File: src/hw/rtl/b2s_pkg.sv
`default_nettype none
package b2s_pkg;

  localparam int unsigned ROUNDS     = 10;
  localparam int unsigned HALF_STEPS = ROUNDS * 16;
  localparam logic [7:0]  LastStep   = 8'(HALF_STEPS);

  localparam logic [31:0] IV [8] = '{
    32'h6A09E667, 32'hBB67AE85, 32'h3C6EF372, 32'hA54FF53A,
    32'h510E527F, 32'h9B05688C, 32'h1F83D9AB, 32'h5BE0CD19
  };

  localparam logic [31:0] PARAM_BASE  = 32'h01010000;
  localparam logic [5:0]  DLEN_RESET  = 6'd32;

  // Message word schedule, one entry per half mixing step, round by round
  localparam logic [3:0] SIGMA [HALF_STEPS] = '{
    4'd0, 4'd1, 4'd2, 4'd3, 4'd4, 4'd5, 4'd6, 4'd7,
    4'd8, 4'd9, 4'd10, 4'd11, 4'd12, 4'd13, 4'd14, 4'd15,
    4'd14, 4'd10, 4'd4, 4'd8, 4'd9, 4'd15, 4'd13, 4'd6,
    4'd1, 4'd12, 4'd0, 4'd2, 4'd11, 4'd7, 4'd5, 4'd3,
    4'd11, 4'd8, 4'd12, 4'd0, 4'd5, 4'd2, 4'd15, 4'd13,
    4'd10, 4'd14, 4'd3, 4'd6, 4'd7, 4'd1, 4'd9, 4'd4,
    4'd7, 4'd9, 4'd3, 4'd1, 4'd13, 4'd12, 4'd11, 4'd14,
    4'd2, 4'd6, 4'd5, 4'd10, 4'd4, 4'd0, 4'd15, 4'd8,
    4'd9, 4'd0, 4'd5, 4'd7, 4'd2, 4'd4, 4'd10, 4'd15,
    4'd14, 4'd1, 4'd11, 4'd12, 4'd6, 4'd8, 4'd3, 4'd13,
    4'd2, 4'd12, 4'd6, 4'd10, 4'd0, 4'd11, 4'd8, 4'd3,
    4'd4, 4'd13, 4'd7, 4'd5, 4'd15, 4'd14, 4'd1, 4'd9,
    4'd12, 4'd5, 4'd1, 4'd15, 4'd14, 4'd13, 4'd4, 4'd10,
    4'd0, 4'd7, 4'd6, 4'd3, 4'd9, 4'd2, 4'd8, 4'd11,
    4'd13, 4'd11, 4'd7, 4'd14, 4'd12, 4'd1, 4'd3, 4'd9,
    4'd5, 4'd0, 4'd15, 4'd4, 4'd8, 4'd6, 4'd2, 4'd10,
    4'd6, 4'd15, 4'd14, 4'd9, 4'd11, 4'd3, 4'd0, 4'd8,
    4'd12, 4'd2, 4'd13, 4'd7, 4'd1, 4'd4, 4'd10, 4'd5,
    4'd10, 4'd2, 4'd8, 4'd4, 4'd7, 4'd6, 4'd1, 4'd5,
    4'd15, 4'd11, 4'd9, 4'd14, 4'd3, 4'd12, 4'd13, 4'd0
  };

  // Working vector indices {a, b, c, d} for each of the eight mixes of a round
  localparam logic [15:0] G_IDX [8] = '{
    16'h048C, 16'h159D, 16'h26AE, 16'h37BF,
    16'h05AF, 16'h16BC, 16'h278D, 16'h349E
  };

  typedef struct packed {
    logic       load;
    logic       wr;
    logic       init;
    logic       final_blk;
    logic       rd;
    logic [3:0] rd_addr;
    logic       step;
    logic [3:0] step_pos;
    logic       fold;
    logic       restart;
  } b2s_cmd_t;

  typedef struct packed {
    logic has_bytes;
    logic last;
    logic full;
  } b2s_stat_t;

endpackage
`default_nettype wire

File: src/hw/rtl/b2s_dp.sv
`default_nettype none
module b2s_dp import b2s_pkg::*; (
  input  wire logic        clk_i,
  input  wire logic        rst_ni,
  input  wire b2s_cmd_t    cmd_i,
  input  wire logic [39:0] item_data_i,
  input  wire logic        item_last_i,
  input  wire logic        cfg_we_i,
  input  wire logic [5:0]  cfg_wdata_i,
  input  wire logic [2:0]  out_idx_i,
  output b2s_stat_t        stat_o,
  output logic [31:0]      digest_o
);

  logic [31:0] h_q [8];
  logic [31:0] v_q [16];
  logic [31:0] mem [16];
  logic [63:0] t_q;
  logic [6:0]  buf_q;
  logic [5:0]  dlen_q;
  logic [31:0] item_word_q;
  logic [2:0]  item_cnt_q;
  logic        item_last_q;
  logic [31:0] rd_data_q;
  logic        rd_zero_q;

  logic [2:0]  in_cnt, eff_cnt;
  logic [31:0] in_masked;
  logic [6:0]  fill_sum;
  logic [4:0]  fill_words;
  logic [63:0] t_next;
  logic        msg_empty;
  logic [31:0] m_word;
  logic [3:0]  ia, ib, ic, id;
  logic [31:0] a1, b1, c1, d1, dx, bx;

  function automatic logic [31:0] h_init(input int unsigned i, input logic [5:0] dl);
    h_init = (i == 0) ? (IV[i] ^ PARAM_BASE ^ {26'd0, dl}) : IV[i];
  endfunction

  // Short count only counts at end of message; above four counts as four
  always_comb begin
    in_cnt  = item_data_i[34:32];
    eff_cnt = (!item_last_i || in_cnt > 3'd4) ? 3'd4 : in_cnt;
    for (int i = 0; i < 4; i++) begin
      in_masked[8*i +: 8] = (3'(i) < eff_cnt) ? item_data_i[8*i +: 8] : 8'd0;
    end
  end

  assign fill_sum   = buf_q + 7'd3;
  assign fill_words = fill_sum[6:2];
  assign t_next     = t_q + {57'd0, buf_q};
  assign msg_empty  = (buf_q == 7'd0) && (t_q == 64'd0);
  assign m_word     = rd_zero_q ? 32'd0 : rd_data_q;

  assign stat_o.has_bytes = (item_cnt_q != 3'd0);
  assign stat_o.last      = item_last_q;
  assign stat_o.full      = buf_q[6];
  assign digest_o         = h_q[out_idx_i];

  always_comb begin
    ia = G_IDX[cmd_i.step_pos[3:1]][15:12];
    ib = G_IDX[cmd_i.step_pos[3:1]][11:8];
    ic = G_IDX[cmd_i.step_pos[3:1]][7:4];
    id = G_IDX[cmd_i.step_pos[3:1]][3:0];
    a1 = v_q[ia] + v_q[ib] + m_word;
    dx = v_q[id] ^ a1;
    d1 = cmd_i.step_pos[0] ? {dx[7:0], dx[31:8]} : {dx[15:0], dx[31:16]};
    c1 = v_q[ic] + d1;
    bx = v_q[ib] ^ c1;
    b1 = cmd_i.step_pos[0] ? {bx[6:0], bx[31:7]} : {bx[11:0], bx[31:12]};
  end

  always_ff @(posedge clk_i or negedge rst_ni) begin
    if (!rst_ni) begin
      for (int i = 0; i < 8; i++) h_q[i] <= h_init(i, DLEN_RESET);
      t_q    <= 64'd0;
      buf_q  <= 7'd0;
      dlen_q <= DLEN_RESET;
    end else begin
      if (cfg_we_i) begin
        dlen_q <= cfg_wdata_i;
        if (msg_empty) begin
          for (int i = 0; i < 8; i++) h_q[i] <= h_init(i, cfg_wdata_i);
        end
      end
      if (cmd_i.wr && stat_o.has_bytes) buf_q <= buf_q + {4'd0, item_cnt_q};
      if (cmd_i.init) t_q <= t_next;
      if (cmd_i.fold) begin
        buf_q <= 7'd0;
        for (int i = 0; i < 8; i++) h_q[i] <= h_q[i] ^ v_q[i] ^ v_q[i+8];
      end
      if (cmd_i.restart) begin
        t_q   <= 64'd0;
        buf_q <= 7'd0;
        for (int i = 0; i < 8; i++) h_q[i] <= h_init(i, dlen_q);
      end
    end
  end

  always_ff @(posedge clk_i) begin
    if (cmd_i.load) begin
      item_word_q <= in_masked;
      item_cnt_q  <= eff_cnt;
      item_last_q <= item_last_i;
    end
    if (cmd_i.wr && stat_o.has_bytes) mem[buf_q[5:2]] <= item_word_q;
    // Words past the fill count read as zero padding
    if (cmd_i.rd) begin
      rd_data_q <= mem[cmd_i.rd_addr];
      rd_zero_q <= ({1'b0, cmd_i.rd_addr} >= fill_words);
    end
    if (cmd_i.init) begin
      for (int i = 0; i < 8; i++) begin
        v_q[i]   <= h_q[i];
        v_q[i+8] <= IV[i];
      end
      v_q[12] <= IV[4] ^ t_next[31:0];
      v_q[13] <= IV[5] ^ t_next[63:32];
      v_q[14] <= cmd_i.final_blk ? ~IV[6] : IV[6];
    end else if (cmd_i.step) begin
      for (int i = 0; i < 16; i++) begin
        if (4'(i) == ia) v_q[i] <= a1;
        if (4'(i) == ib) v_q[i] <= b1;
        if (4'(i) == ic) v_q[i] <= c1;
        if (4'(i) == id) v_q[i] <= d1;
      end
    end
  end

endmodule
`default_nettype wire

File: src/hw/rtl/b2s_ctrl.sv
`default_nettype none
module b2s_ctrl import b2s_pkg::*; (
  input  wire logic       clk_i,
  input  wire logic       rst_ni,
  input  wire logic       in_valid_i,
  output logic            in_ready_o,
  output logic            out_valid_o,
  input  wire logic       out_ready_i,
  input  wire b2s_stat_t  stat_i,
  output b2s_cmd_t        cmd_o,
  output logic [2:0]      out_idx_o
);

  typedef enum logic [2:0] {
    ST_IDLE, ST_WRITE, ST_INIT, ST_RUN, ST_FOLD, ST_OUT
  } state_e;

  state_e     state_q, state_d;
  logic [7:0] cnt_q;
  logic       final_q;
  logic       step_q;
  logic [3:0] pos_q;
  logic [2:0] out_idx_q;
  logic       in_acc, out_acc, mid_blk, rd_go;

  assign in_ready_o  = (state_q == ST_IDLE);
  assign out_valid_o = (state_q == ST_OUT);
  assign out_idx_o   = out_idx_q;
  assign in_acc      = in_valid_i && in_ready_o;
  assign out_acc     = out_valid_o && out_ready_i;
  // A full block is compressed on more bytes or message end
  assign mid_blk     = stat_i.has_bytes && stat_i.full;
  assign rd_go       = (state_q == ST_RUN) && (cnt_q != LastStep);

  always_comb begin
    cmd_o           = '0;
    cmd_o.load      = in_acc;
    cmd_o.wr        = (state_q == ST_WRITE) && !mid_blk;
    cmd_o.init      = (state_q == ST_INIT);
    cmd_o.final_blk = final_q;
    cmd_o.rd        = rd_go;
    cmd_o.rd_addr   = rd_go ? SIGMA[cnt_q] : 4'd0;
    cmd_o.step      = step_q;
    cmd_o.step_pos  = pos_q;
    cmd_o.fold      = (state_q == ST_FOLD);
    cmd_o.restart   = out_acc && (out_idx_q == 3'd7);
  end

  always_comb begin
    state_d = state_q;
    unique case (state_q)
      ST_IDLE:  if (in_acc) state_d = ST_WRITE;
      ST_WRITE: begin
        if (mid_blk || stat_i.last) state_d = ST_INIT;
        else                        state_d = ST_IDLE;
      end
      ST_INIT:  state_d = ST_RUN;
      ST_RUN:   if (cnt_q == LastStep) state_d = ST_FOLD;
      ST_FOLD:  state_d = final_q ? ST_OUT : ST_WRITE;
      ST_OUT:   if (cmd_o.restart) state_d = ST_IDLE;
      default:  state_d = ST_IDLE;
    endcase
  end

  always_ff @(posedge clk_i or negedge rst_ni) begin
    if (!rst_ni) begin
      state_q   <= ST_IDLE;
      cnt_q     <= 8'd0;
      final_q   <= 1'b0;
      step_q    <= 1'b0;
      pos_q     <= 4'd0;
      out_idx_q <= 3'd0;
    end else begin
      state_q <= state_d;
      step_q  <= rd_go;
      pos_q   <= cnt_q[3:0];
      if (state_q == ST_WRITE) final_q <= !mid_blk && stat_i.last;
      if (state_q == ST_INIT) cnt_q <= 8'd0;
      else if (rd_go)         cnt_q <= cnt_q + 8'd1;
      if (out_acc) out_idx_q <= out_idx_q + 3'd1;
    end
  end

  a_step_in_run: assert property (@(posedge clk_i) disable iff (!rst_ni)
    step_q |-> (state_q == ST_RUN))
    else $error("mixing step outside compression");

  a_no_overfill: assert property (@(posedge clk_i) disable iff (!rst_ni)
    (cmd_o.wr && stat_i.has_bytes) |-> !stat_i.full)
    else $error("write into a full block buffer");

  a_fold_next: assert property (@(posedge clk_i) disable iff (!rst_ni)
    (state_q == ST_FOLD) |=> (state_q == ST_OUT || state_q == ST_WRITE))
    else $error("bad state after fold");

  a_out_start: assert property (@(posedge clk_i) disable iff (!rst_ni)
    $rose(out_valid_o) |-> (out_idx_q == 3'd0))
    else $error("digest output does not start at word zero");

endmodule
`default_nettype wire

File: src/hw/rtl/blake2s_stream_hasher_top.sv
// Channel   Dir  tdata (low bit up)                     tlast           tuser
// s_*       in   msg_word[31:0] byte_count[34:32] 0s    end_of_message  -
// m_*       out  digest_word[31:0] word_index[34:32] 0s last_word       -
// cfg_*     in   digest_length[5:0]                     -               -
//
// A word is accepted and written, plus one compression when it finds a full
// block waiting. Each compression runs one half mixing step per cycle on a
// single adder chain: 160 steps fed by one registered read of the block
// buffer memory. A final word adds its compression and the eight digest words.
// Reset loads the chain value from IV and digest_length 32; no clearing pass.
// The digest holds input until all eight words have been taken.
`default_nettype none
module blake2s_stream_hasher_top import b2s_pkg::*; (
  input  wire logic        clk_i,
  input  wire logic        rst_ni,
  input  wire logic        s_tvalid,
  output logic             s_tready,
  input  wire logic [39:0] s_tdata,   // msg_word, byte_count, zero fill
  input  wire logic        s_tlast,
  output logic             m_tvalid,
  input  wire logic        m_tready,
  output logic [39:0]      m_tdata,   // digest_word, word_index, zero fill
  output logic             m_tlast,
  input  wire logic        cfg_we_i,
  input  wire logic [5:0]  cfg_wdata_i
);

  b2s_cmd_t    cmd;
  b2s_stat_t   stat;
  logic [2:0]  out_idx;
  logic [31:0] digest;

  b2s_ctrl u_ctrl (
    .clk_i       (clk_i),
    .rst_ni      (rst_ni),
    .in_valid_i  (s_tvalid),
    .in_ready_o  (s_tready),
    .out_valid_o (m_tvalid),
    .out_ready_i (m_tready),
    .stat_i      (stat),
    .cmd_o       (cmd),
    .out_idx_o   (out_idx)
  );

  b2s_dp u_dp (
    .clk_i       (clk_i),
    .rst_ni      (rst_ni),
    .cmd_i       (cmd),
    .item_data_i (s_tdata),
    .item_last_i (s_tlast),
    .cfg_we_i    (cfg_we_i),
    .cfg_wdata_i (cfg_wdata_i),
    .out_idx_i   (out_idx),
    .stat_o      (stat),
    .digest_o    (digest)
  );

  assign m_tdata = {5'd0, out_idx, digest};
  assign m_tlast = (out_idx == 3'd7);

endmodule
`default_nettype wire

File: config.mk
export PLATFORM = sky130hd
export DESIGN_NAME = blake2s_stream_hasher_top
export DESIGN_NICKNAME = d
export VERILOG_FILES = /design/src/hw/rtl/b2s_pkg.sv /design/src/hw/rtl/b2s_dp.sv /design/src/hw/rtl/b2s_ctrl.sv /design/src/hw/rtl/blake2s_stream_hasher_top.sv
export SDC_FILE = /design/constraint.sdc
export NUM_CORES = 2
export LEC_CHECK = 0
export ABC_AREA = 1
export BUFFER_PORTS_ARGS = -buffer_cell sky130_fd_sc_hd__buf_2
export CORE_UTILIZATION = 50
export CTS_CLUSTER_DIAMETER = 120
export CTS_CLUSTER_SIZE = 25
export DETAILED_ROUTE_END_ITERATION = 8
export PLACE_DENSITY = 0.67
export SETUP_SLACK_MARGIN = 0.15
export SLEW_MARGIN = 0
export SYNTH_ARGS = -nofsm -noshare
export SYNTH_HDL_FRONTEND = slang
export SYNTH_SLANG_ARGS = --single-unit
File: constraint.sdc
create_clock -name clk_i -period 17.8 [get_ports clk_i]
set_input_delay 3.56 -clock clk_i [delete_from_list [all_inputs] [get_ports clk_i]]
set_output_delay 3.56 -clock clk_i [all_outputs]
set_load 0.02 [all_outputs]
=== Yosys cells after proc, flatten, opt, wreduce, memory -nomap -nowiden ===
Memory sizes are Yosys's and may differ from the RTL's. A register that Yosys moved wholly into a read port is not among the register bits.
Cells that the tools add are included.

* Memories kept: 4
* Input port bits: 52
* Bits in read-only memories: 1152
* Output and inout port bits: 43
* RAM bits: 1024
* Flip-flop bits (word level): 390

* Magnitude comparators: 9
* Mux-type cells: 357
* Bitwise logic cells: 92
* Reductions and logical operators: 28
* Equality and inequality tests: 71
* Add/subtract/negate cells: 8

{| class="wikitable"
|+ Memory list
! memory !! words !! width !! read ports !! clocked after Yosys merged registers in !! write ports !! line !! source
|-
| (name not given) || 256 || 4 || 1 || 0 || 0 || b2s_ctrl.sv:42 || <nowiki>cmd_o.rd_addr = rd_go ? SIGMA[cnt_q] : 4'd0;</nowiki>
|-
| u_dp.mem || 16 || 32 || 1 || 1 || 1 || b2s_dp.sv:17 || <nowiki>logic [31:0] mem [16];</nowiki>
|-
| u_dp.v_q || 16 || 32 || 20 || 0 || 16 || b2s_dp.sv:16 || <nowiki>logic [31:0] v_q [16];</nowiki>
|-
| (name not given) || 8 || 16 || 1 || 0 || 0 || b2s_dp.sv:62 || <nowiki>ia = G_IDX[cmd_i.step_pos[3:1]][15:12];</nowiki>
|}

{| class="wikitable"
|+ Operators by type and width
! operator !! count
|-
| $mux W32 || 73
|-
| $mux W256 || 4
|-
| $xor A32 B32 Y32 || 18
|-
| $mux W1 || 260
|-
| $eq A4 B4 Y1 const A || 32
|-
| $mux W64 || 2
|-
| $add A32 B32 Y32 || 3
|-
| $bmux W32 S3 || 1
|-
| $or A1 B1 Y1 || 67
|-
| $add A64 B7 Y64 || 1
|-
| $eq A3 B4 Y1 const A || 16
|-
| $logic_not A64 Y1 || 1
|-
| $eq A2 B4 Y1 const A || 8
|-
| $mux W16 || 2
|-
| $not A4 Y16 || 2
|-
| $mux W7 || 3
|-
| $pmux W3 S6 || 1
|-
| $eq A1 B4 Y1 const A || 4
|-
| $logic_not A4 Y1 || 4
|-
| $mux W8 || 2
|-
| $not A16 Y16 || 1
|-
| $mux W3 || 5
|-
| $not A13 Y13 || 1
|-
| $mux W4 || 3
|-
| other kinds (28) || 51
|}

=== Depth between registers and ports, before layout ===
An unclocked memory read counts as a cell.

* Depth in word-level cells: 15
* Mapped depth: 47
* Mapped depth without buffers: 44

=== Modules after synthesis ===
Synthesis repeated with hierarchy kept, for this count alone.

* Cells, all modules: 7992
* Area total of the unflattened synthesis: 76233.1 µm²

{| class="wikitable"
|+ Modules (own cells, without submodules)
! module !! instances !! area each (µm²) !! cells an instance !! seq. area each (µm²)
|-
| b2s_dp || 1 || 74122.3 || 7648 || 41324.6
|-
| b2s_ctrl || 1 || 2055.7 || 335 || 500.5
|-
| blake2s_stream_hasher_top || 1 || 55.1 || 9 || 0.0
|}

=== Worst setup path before layout ===
Ideal clock, no wire load.

* Kind: register to register
* Start: register u_ctrl.pos_q[1]
* End: memory u_dp.v_q[5][9], data pin
* Buffers on the path: 4
* Clock period less this slack: 7.042 ns
* Setup slack: 10.758 ns
* Cell stages (with the launch flop): 43
* Data arrival time: 6.789 ns
* Setup time: 0.254 ns
* Cells stage by stage: dfrtp_1 -> inv_2 -> clkbuf_1 -> clkbuf_1 -> ha_1 -> o21ai_2 -> nand2_1 -> inv_2 -> buf_2 -> buf_2 -> nand2_1 -> nand3_1 -> fa_1 -> ha_1 -> fa_1 -> nand3_1 -> nand3_1 -> nand3_1 -> [7 not listed] -> xor2_1 -> o21ai_1 -> inv_1 -> fa_1 -> nand2_1 -> nand2_1 -> o21ai_2 -> inv_1 -> nand2_1 -> nand2_1 -> a21oi_1 -> inv_1 -> a21oi_1 -> xor2_1 -> xnor2_1 -> nand2_1 -> nand3_1 -> nand2_1

{| class="wikitable"
|+ RTL lines
! what !! line !! source
|-
| from (decl) || b2s_ctrl.sv:22 || <nowiki>logic [3:0] pos_q;</nowiki>
|-
| from (signal assigned) || b2s_ctrl.sv:76 || <nowiki>pos_q <= cnt_q[3:0];</nowiki>
|-
| to (decl) || b2s_dp.sv:16 ||
|}

==> results.cfg <==
[status]
run_status = complete, but fails checks
failed_checks = design-rule violations

[place]
detailed_place_hpwl_mm = 199
routabilityCongestion = 1.10
place.port_buffers = 84

[clock_tree]
clk_transition_reported_paths_ns = 0.10
clock_sinks = 1446
cts.htree.levels = 3
clk_path_buf_depth = 3
cts_hold_buffers = 0
ctsRootBufferMaster = sky130_fd_sc_hd__clkbuf_16
tritoncts = done
clk-insertion-delay-late_ns = 0.77
post-cts-setup-buffer-count = 0
post_cts_resized = 0
cts-buffers-inserted = 69

[sta]
fin_crit_sh_pct = 65.1
fin_tns_setup_ns = 0
timing.final.crit_period_ns = 11.59
timing_worst_slew_pin_value_ns = 1.49
finalMaxSlewViolations = 0
finClkSkew_ns = 0.0444
final_number_of_hold_violating_endpoints = 0
max_slew_margin_pct = 0.389
timing_limited_maximum_frequency_mhz = 86.3
rsz0062_at_grt = false
setup_violations = 0

[die]
area_of_the_die_sq_um = 154000
floorplan.io_pins = 95
die_h_um = 393
rows = 143
start_util_pct = 50.3
die_span_in_x_um = 393
fp.coreArea_sq_um = 152000

[route]
drt_first_iter_violations = 8529
drt_wl_cell_um = 28.4
dr.pass1.iters = 9
routed-via-count = 63100
route.met3.wl_mm = 32.7
m1WireLength_mm = 110
ant_nets = 0
drc = 4
route.top_layer_used = met5
wirelength_mm = 293
wl_met2_mm = 127
routed_via_density = 6.12

[synthesis]
synth_area_sq_um = 76400
post_synth_inst_count = 8323
post_synth.cell_area_avg_sq_um = 9.18
synth.cells.most_frequent = sky130_fd_sc_hd__nand2_1 (2158), sky130_fd_sc_hd__edfxtp_1 (1093), sky130_fd_sc_hd__nand3_1 (808), sky130_fd_sc_hd__inv_1 (753), sky130_fd_sc_hd__o21ai_0 (624)
ys_async_rst_share_pct = 24.4
synth_edf_count = 1093
yosysWarnings = 0
yosys_most_used_dff = sky130_fd_sc_hd__edfxtp_1
yosys.cell_count.top_type = sky130_fd_sc_hd__nand2_1
synth_cell_types = 65
synth.largest_area_cell = sky130_fd_sc_hd__edfxtp_1
ys_ff_latch = 1446
ranking_of_synthesized_cells_by_area = sky130_fd_sc_hd__edfxtp_1 (43%), sky130_fd_sc_hd__nand2_1 (11%), sky130_fd_sc_hd__dfrtp_1 (7.1%)
seq_area_frac_synth_pct = 54.8
netlist.area_leader.share_pct = 43.0

[global_routing]
grt_antenna_before_repair = 14
number_of_global_route_vias_before_repair = 58300
pin_count_of_the_biggest_net_entering_global_routing = 211
gr-usage-all-layers_pct = 37.5
grt-ovfl-total = 0
grt_pass1_wl_mm = 413

[hold_path]
worstHoldEndpoint = u_dp.dlen_q[5]
hold_path_startpoint = u_dp.dlen_q[5]
worstHoldPathType = reg2reg
timing.hold.worst_path_depth = 2

[worst_setup_path]
setup.reg_to_reg.worst_slack_ns = 6.21
length_in_cells_of_the_worst_reg_to_reg_path = 34
critical_path.slowest_cell = sky130_fd_sc_hd__a221oi_2
largest_fanout_on_the_critical_path = 36
timing.rr.start = u_ctrl.pos_q[1]
cp_data_arrival_time_ns = 12.11
worstSetupStartpointType = flip-flop
path_common_cell = sky130_fd_sc_hd__nand2_1
cp_slowest_stage_delay_ns = 1.07
required_ns = 18.32
path_class = reg2reg
end_kind = flip-flop
critical_path.reg2reg.endpoint = u_dp.v_q[4][4]

[job]
drv.max_cap_violation_count = 0

[cells_and_area]
fin_util_pct = 53.5
fin_nets = 8400
post_route_cells_drive_above_1_share_pct = 7.80
syn2layout_area_growth_pct = 6.31
-- layout by cell type (no fill, tap or decap), drive strengths merged, types with 30 or more instances in the layout --
master / instances
nand2: 2167
edfxtp: 1093
nand3: 811
inv: 786
o21ai: 663
nor2: 381
a21oi: 276
xor2: 258
buf: 225
dfrtp: 217
xnor2: 209
or2: 148
dfstp: 136
nor3: 135
o22ai: 128
clkbuf: 107
ha: 89
nand3b: 60
nand4: 53
a31oi: 49
a221oi: 40
fa: 35
o221ai: 30
-- routing by layer --
layer	GRT usage [%]	up-vias
li1	-	27900
met5	0	-
met2	56.9	4087
met1	48.6	30300
met4	24.4	14
met3	8.00	819
-- flip-flops by register name, summed over array words and instances (netlist names) --
name	cells
u_ctrl.final_q	1
u_dp.dlen_q	6
u_ctrl.state_q	3
u_dp.v_q	512
u_ctrl.out_idx_o	3
u_dp.rd_data_q	32
u_ctrl.pos_q	4
u_dp.item_last_q	1
u_dp.rd_zero_q	1
u_ctrl.step_q	1
u_dp.buf_q	7
u_dp.t_q	64
u_dp.item_word_q	32
u_dp.item_cnt_q	3
u_dp.h_q	256
u_ctrl.cnt_q	8
u_dp.mem	512
-- cells by family (layout without fill, tap and decap cells) --
group                      Yosys count  in the layout  synth area share, %
AOI/OAI and AO/OA                 1320           1320                 10.0
xor gates and xnor gates           467            467                 5.35
adders and majority gates          124            124                 2.38
buffers and inverters             1185           1130                 6.16
DFF                               1446           1446                 54.8
muxes                                3              3               0.0442
other                                1              9              0.00491
and+or+nand+nor                   3777           3777                 21.3
-- worst max-delay path, delay by kind of cell (launching register included) --
| kind | cells | cell delay (ns) |
|---|---|---|
| AOI/OAI and AO/OA | 10 | 3.78 |
| xor gates and xnor gates | 4 | 2.39 |
| adders and majority gates | 4 | 1.70 |
| buffers and inverters | 9 | 1.85 |
| DFF | 1 | 0.36 |
| and+or+nand+nor | 7 | 1.17 |
-- worst max path at each step --
stage                          from              to  slack (ns)  cells after the start
global placement    u_ctrl.pos_q[1]  u_dp.v_q[4][4]        6.98                     34
finish              u_ctrl.pos_q[1]  u_dp.v_q[4][4]        6.21                     34
detailed placement  u_ctrl.pos_q[1]  u_dp.v_q[4][4]        7.01                     34
floorplan           u_ctrl.pos_q[1]  u_dp.v_q[5][9]       10.76                     42
CTS                 u_ctrl.pos_q[1]  u_dp.v_q[4][4]        6.96                     34
global route        u_ctrl.pos_q[1]  u_dp.v_q[6][4]        6.42                     34
-- stage by stage --
stage          instances  worst slack [ns]  area (sq um)  hold WS [ns]
4_1_cts            10300              6.96         81200         0.478
2_1_floorplan       8327             10.76         76400         0.349
5_1_grt            10300              6.42         81200         0.504
3_3_place_gp       10200              6.98         79100         0.457
6_report           10300              6.21         81200         0.476
3_5_place_dp       10200              7.01         79100         0.462
-- final cells by class --
class	instances	area (sq um)
Fill cell	13900	70500
Sequential cell	1446	41800
Multi-Input combinational cell	5696	30300
Inverter	786	2970
Tap cell	2030	2540
Clock buffer	107	1870
Timing Repair Buffer	225	1510
Clock inverter	12	213
Antenna cell	4	10.0
Power is left out: the tool's default activity adds up to more than one toggle a clock period on the data nets, which glitch-free logic cannot reach.
